==> config.mk <==
export PLATFORM = sky130hd
export DESIGN_NAME = fcik_isqrt
export DESIGN_NICKNAME = d
export VERILOG_FILES = /design/src/hdl/fcik_pkg.sv /design/src/hdl/fcik_isqrt.sv
export SDC_FILE = /design/constraint.sdc
export NUM_CORES = 2
export LEC_CHECK = 0
export BUFFER_PORTS_ARGS = -buffer_cell sky130_fd_sc_hd__buf_2
export CAP_MARGIN = 20
export CORE_UTILIZATION = 35
export DETAILED_ROUTE_END_ITERATION = 8
export GPL_TIMING_DRIVEN = 1
export PLACE_DENSITY = 0.58
export SYNTH_ARGS = -nofsm -noshare
export SYNTH_HDL_FRONTEND = slang
export SYNTH_SLANG_ARGS = --single-unit
export TNS_END_PERCENT = 1
==> constraint.sdc <==
create_clock -name i_clk -period 4.35 [get_ports i_clk]
set_input_delay 0.435 -clock i_clk [delete_from_list [all_inputs] [get_ports i_clk]]
set_output_delay 0.435 -clock i_clk [all_outputs]
set_load 0.01 [all_outputs]
==> src/hdl/fcik_pkg.sv <==
package fcik_pkg;

    // default coordinate width, 1/256 mm units
    localparam int COORD_BITS = 24;

    // sqrt(2) in Q16
    localparam int          RT2_BITS = 17;
    localparam logic [16:0] RT2_Q16  = 17'd92682;

    // register indexes
    localparam int          CFG_ADDR_BITS = 3;
    localparam logic [2:0]  REG_RADIUS    = 3'd0;
    localparam logic [2:0]  REG_PIVOT     = 3'd1;
    localparam logic [2:0]  REG_FWIDTH    = 3'd2;
    localparam logic [2:0]  REG_FDEPTH    = 3'd3;
    localparam logic [2:0]  REG_FHEIGHT   = 3'd4;
    localparam logic [2:0]  REG_BWIDTH    = 3'd5;
    localparam logic [2:0]  REG_BDEPTH    = 3'd6;

    localparam int          NUM_CABLES = 4;
    localparam logic [1:0]  CABLE_LAST = 2'd3;

    // tag that travels with every cable beat through the pipe
    typedef struct packed {
        logic       vld;
        logic [1:0] idx;
    } t_tag;

endpackage

==> src/hdl/fcik_isqrt.sv <==
// floor square root, one result bit per register stage
module fcik_isqrt #(
    parameter int SW = 56
) (
    input  logic             i_clk,
    input  logic             i_rst_n,
    input  logic             i_en,
    input  fcik_pkg::t_tag   i_tag,
    input  logic [SW-1:0]    i_val,
    output fcik_pkg::t_tag   o_tag,
    output logic [SW/2-1:0]  o_root
);

    localparam int RW = SW / 2;

    fcik_pkg::t_tag     r_tag  [RW];
    logic [SW:0]        r_rem  [RW];
    logic [RW-1:0]      r_root [RW];

    for (genvar j = 0; j < RW; j++) begin : g_stage
        localparam int B = RW - 1 - j;
        fcik_pkg::t_tag w_tag_in;
        logic [SW:0]    w_rem_in, w_diff;
        logic [RW-1:0]  w_root_in;

        if (j == 0) begin : g_first
            assign w_tag_in  = i_tag;
            assign w_rem_in  = {1'b0, i_val};
            assign w_root_in = '0;
        end else begin : g_next
            assign w_tag_in  = r_tag[j-1];
            assign w_rem_in  = r_rem[j-1];
            assign w_root_in = r_root[j-1];
        end

        // (root + 2^B)^2 - root^2
        assign w_diff = ((SW+1)'(w_root_in) << (B + 1)) + ((SW+1)'(1) << (2 * B));

        always_ff @(posedge i_clk) begin
            if (!i_rst_n) begin
                r_tag[j] <= '0;
            end else if (i_en) begin
                r_tag[j] <= w_tag_in;
            end
        end

        always_ff @(posedge i_clk) begin
            if (i_en) begin
                if (w_diff <= w_rem_in) begin
                    r_rem[j]  <= w_rem_in - w_diff;
                    r_root[j] <= w_root_in | (RW'(1) << B);
                end else begin
                    r_rem[j]  <= w_rem_in;
                    r_root[j] <= w_root_in;
                end
            end
        end
    end

    assign o_tag  = r_tag[RW-1];
    assign o_root = r_root[RW-1];

endmodule

* Word level (Yosys, flattened, before mapping) *
Memory sizes are Yosys's and may differ from the RTL's.
Index checks and enable logic that the tools add are counted.

storage, ports and cells
  latch bits = 0
  input bits = 62
  output and inout port bits = 31
  memory bits (read-only) = 0
  logic and storage cells = 426
  bits in registers = 0
  memory bits (writable) = 2464
  memories kept = 3

operators by class
  multiply operators = 0
  muxes and demuxes = 256
  shifts and indexed selects = 0
  bitwise operators = 84
  divide/modulo/power cells = 0
  $add $sub $neg = 55
  magnitude comparators = 28
  reduce and logical (&&, ||, !) cells = 0
  equality and inequality tests = 0

memories
  name    depth  width  rd ports  clocked after Yosys merged registers in  wr ports  RTL line          source
  r_rem   28     57     27        0                                        28        fcik_isqrt.sv:17  logic [SW:0] r_rem [RW];
  r_root  28     28     28        0                                        28        fcik_isqrt.sv:18  logic [RW-1:0] r_root [RW];
  r_tag   28     3      28        0                                        28        fcik_isqrt.sv:16  fcik_pkg::t_tag r_tag [RW];

operators by type and width
  cell              number
  $mux 57           28
  $mux 28           28
  $mux 1            172
  $mux 3            28
  $or 1x1->1        84
  $le 30x57->1      1
  $le 31x57->1      1
  $le 32x57->1      1
  $le 33x57->1      1
  $le 34x57->1      1
  $le 35x57->1      1
  $le 36x57->1      1
  $le 37x57->1      1
  $le 38x57->1      1
  $le 39x57->1      1
  $le 40x57->1      1
  $le 41x57->1      1
  $le 42x57->1      1
  $le 43x57->1      1
  $le 44x57->1      1
  $le 45x57->1      1
  $le 46x57->1      1
  $le 47x57->1      1
  $le 48x57->1      1
  other kinds (64)  64

* Depth between registers and ports, before layout *
An unclocked memory read counts as a cell.

  depth after elaboration = 7
  mapped depth = 14
  depth with buffers taken out = 12

* Least setup slack after synthesis *
Ideal clock, no wire load.

  path type = input port to flip-flop
  from = in i_en
  to = mem r_rem[1][570] (netlist name) (enable)
  data arrival time = 3.585 ns
  setup time = 0.472 ns
  stages = 4
  path slack = 0.293 ns
  path through = clkbuf_1 -> clkbuf_1 -> clkbuf_1 -> clkbuf_1

RTL lines
  element          RTL line          source
  start, declared  fcik_isqrt.sv:7   input logic i_en,
  end, declared    fcik_isqrt.sv:17

==> impl_metrics.py <==
metrics = {
    "synthesis": {
        "synthXorXnorAreaFrac_pct": 6.142,
        "avgSynthCellArea_sq_um": 12.38,
        "synth_warnings": 0,
        "synth_common_cells": "edfxtp_1, nand2_1, inv_1",
        "ys_seq_area_share_pct": 62.10,
        "synthMuxAreaShare_pct": 0.6593,
        "mappedNetlistArea_sq_mm": 0.09811,
        "yosysMostFrequentCell": "edfxtp_1",
        "ys_seq_elements": 2029,
        "synth_compound_area_share_pct": 9.083,
        "synth-edff-count": 2029,
        "synth_top_cell_area_share_pct": 62.10,
        "synth_nets": 8420,
        "async_flop_share_pct": 0,
        "synth_top_family_by_area": "simple AND/OR/NAND/NOR gates",
        "synthSimpleGateAreaFrac_pct": 13.56,
        "ys.flop_type": "edfxtp_1",
        "synthDistinctLibCells": 105,
        "synth_adder_area_share_pct": 5.509,
        "synth_top_area_cell": "edfxtp_1",
        "synth_area_leaders": "edfxtp_1, ha_1, xnor2_1, xor2_1, nand2_1",
        "syn_inst": 7926,
    },
    "critical_path": {
        "start_kind": "register",
        "crit_chain": "ha_1, and4_1, nor2b_1, nand3_1, nor4_1, buf_2, or3_1, a21oi_2, or4_1, nor4_1, xor2_1",
        "crit_top_cell": "nor4_1",
        "worstPathRequired_ns": 4.92,
        "crit_type": "reg -> reg",
        "critPathSlowestCell": "or4_1",
        "cp-end-kind": "register",
        "crit_fanout": 7,
        "cp.arrival_ns": 4.80,
        "cpPeakStageDelay_ns": 0.54,
    },
    "finish": {
        "area_growth_pct": 13.59,
        "fill_cells": 26090,
        "fin_util_pct": 39.92,
        "nets": 8735,
        "fin_area_sq_mm": 0.1114,
        "final_layout_size_suffix_gt1_share_pct": 8.123,
        "fin_cells": 12140,
    },
    "routing": {
        "vias_per_cell": 5.204,
        "drc": 0,
        "drtPass1Iterations": 7,
        "wirelength_um": 246700,
        "vias": 63160,
        "wl_per_cell_um": 20.33,
        "first_iter_violations": 4259,
        "ant_nets": 0,
    },
    "sta": {
        "slew_viol_final": 0,
        "setup_slack_ns": 0.1172,
        "hold_viol_final": 0,
        "rsz0062_at_grt": "no",
        "finalSetupTns_ns": 0,
        "final-setup-viol-count": 0,
        "min_period_over_period_pct": 97.31,
        "fin_crit_ns": 4.233,
        "clock.fmax_mhz": 236.2,
        "worst_slew_pin_slew_ns": 1.170,
        "fin_skew_ns": 0.08783,
        "max_slew_margin_pct": 21.97,
    },
    "global_routing": {
        "grt_pass1_vias": 64180,
        "grt_pass1_wl_um": 374200,
        "grt_max_degree": 191,
        "grtUsageTotal_pct": 17.02,
        "grt_antenna_before_repair": 3,
        "grt.overflow.total": 0,
    },
    "clock_network": {
        "cts_setup_buffers": 0,
        "cts_buffers": 224,
        "clock_latency_ns": 0.91,
        "cts_tree": "done",
        "cts_root_buffer": "clkbuf_16",
        "clock-sinks": 2029,
        "clock_tree.buffer_depth": 4,
        "clk_pin_slew_ns": 0.06,
        "h-tree-depth": 4,
    },
    "place": {
        "port_buffers": 92,
        "placed_cell_area_sq_mm": 0.1037,
        "routabilityCongestion": 0.9515,
        "pre_cts_ws_ns": 0.2290,
        "dp.cells": 11680,
        "place_hpwl_um": 188200,
    },
    "pwr": {
        "powerDensity_mw_per_mm2": 496.4,
        "peakVddDrop_mv": 0.4102,
        "p_leak_nw": 41.22,
    },
    "flow_run": {
        "cap_viol_max_count": 0,
    },
    "floorplanning": {
        "die_area_sq_mm": 0.2824,
        "coreArea_sq_mm": 0.2791,
        "die_w_um": 531.4,
        "boundaryPins": 93,
        "placementRows": 194,
        "fp.dieH_um": 531.4,
        "start_util_pct": 35.15,
    },
    "worst_hold_path": {
        "hp-class": "in -> reg",
    },
    "status": {
        "status": "finished, final reports clean",
    },
}
[metrics by stage]
stage | power, W | hold slack (ns)
floorplan | 0.03356 | 0.4166
global placement | 0.03696 | 0.4282
detailed placement | 0.03712 | 0.4263
CTS | 0.05569 | 0.1068
global route | 0.05773 | 0.1341
finish | 0.05532 | 0.1487
[registers in the layout, summed over array words and instances, names as in the netlist]
register and cells:
r_tag 84, r_root 406, r_rem 1539
[what timing repair did]
action	4_1_cts	5_1_grt
endpoints found under the hold margin	62	0
endpoints found under the setup margin	0	1
gates resized for setup	0	1
hold buffers	61	0
[cells in the final DEF, fill, tap and decap left out, types with 44 or more instances in the layout]
master / instances
a21o_1: 157
a21oi_1: 375
and3_1: 130
buf_2: 94
buf_4: 130
clkbuf_16: 227
clkinv_1: 51
dlygate4sd3_1: 61
edfxtp_1: 2029
ha_1: 432
inv_1: 547
mux2_2: 44
nand2_1: 606
nand2b_1: 94
nand3_1: 136
nand4_1: 138
nor2_1: 476
nor2b_1: 60
nor3_1: 230
nor4_1: 308
o21a_1: 76
o21ai_0: 427
or3_1: 78
or4_1: 53
xnor2_1: 348
xor2_1: 340
[logic make-up after synthesis]
group	after synthesis
compound gates	1417
xor+xnor	688
fa+ha+maj	432
buf+inv	758
flops	2029
mux	59
simple gates	2543
[critical path: cells and delay by family (launching register included)]
family / cells / cell delay, ns
flops: 1 / 0.39
fa+ha+maj: 1 / 0.46
xor+xnor: 1 / 0.12
buf+inv: 1 / 0.28
compound gates: 1 / 0.04
simple gates: 7 / 2.64
[routing by layer]
metal  vias to the layer above  share of wire (%)  GRT usage (%)
li1                      30310                  -              -
met1                     30460                 36          17.46
met2                      1701                 53          32.57
met3                       683                3.7          2.194
met4                         0                6.5          10.24
met5                         -                  0              0
[layout make-up]
type | count | area (sq um) | share of cell area, %
antenna | 5 | 12.51 | 0.01123
clock buffer | 262 | 5812 | 5.215
clock inverter | 131 | 1254 | 1.125
inverter | 549 | 2061 | 1.849
multi-input combinational | 5139 | 34380 | 30.85
sequential | 2029 | 60930 | 54.67
tap | 3724 | 4659 | 4.181
timing repair buffer | 298 | 2332 | 2.093
[power by group]
group / total (W) / internal [W] / switching, W
clock: 0.0184 / 0.0108 / 0.00759
combinational: 0.0106 / 0.00418 / 0.00642
sequential: 0.0263 / 0.0245 / 0.00182
total: 0.0553 / 0.0395 / 0.0158
[path summary, 6_finish.rpt]
path | startpoint | endpoint | slack (ns) | cells after the start
worst max-delay path | r_rem[1][366] | r_rem[1][453] | 0.12 | 11
worst min-delay path | i_en | r_root[0][415] | 0.15 | 2
worst max register to register | r_rem[1][366] | r_rem[1][453] | 0.12 | 11
worst min register to register | r_root[1][297] | r_root[1][325] | 0.43 | 0
Power figures use the tool's default switching activity.
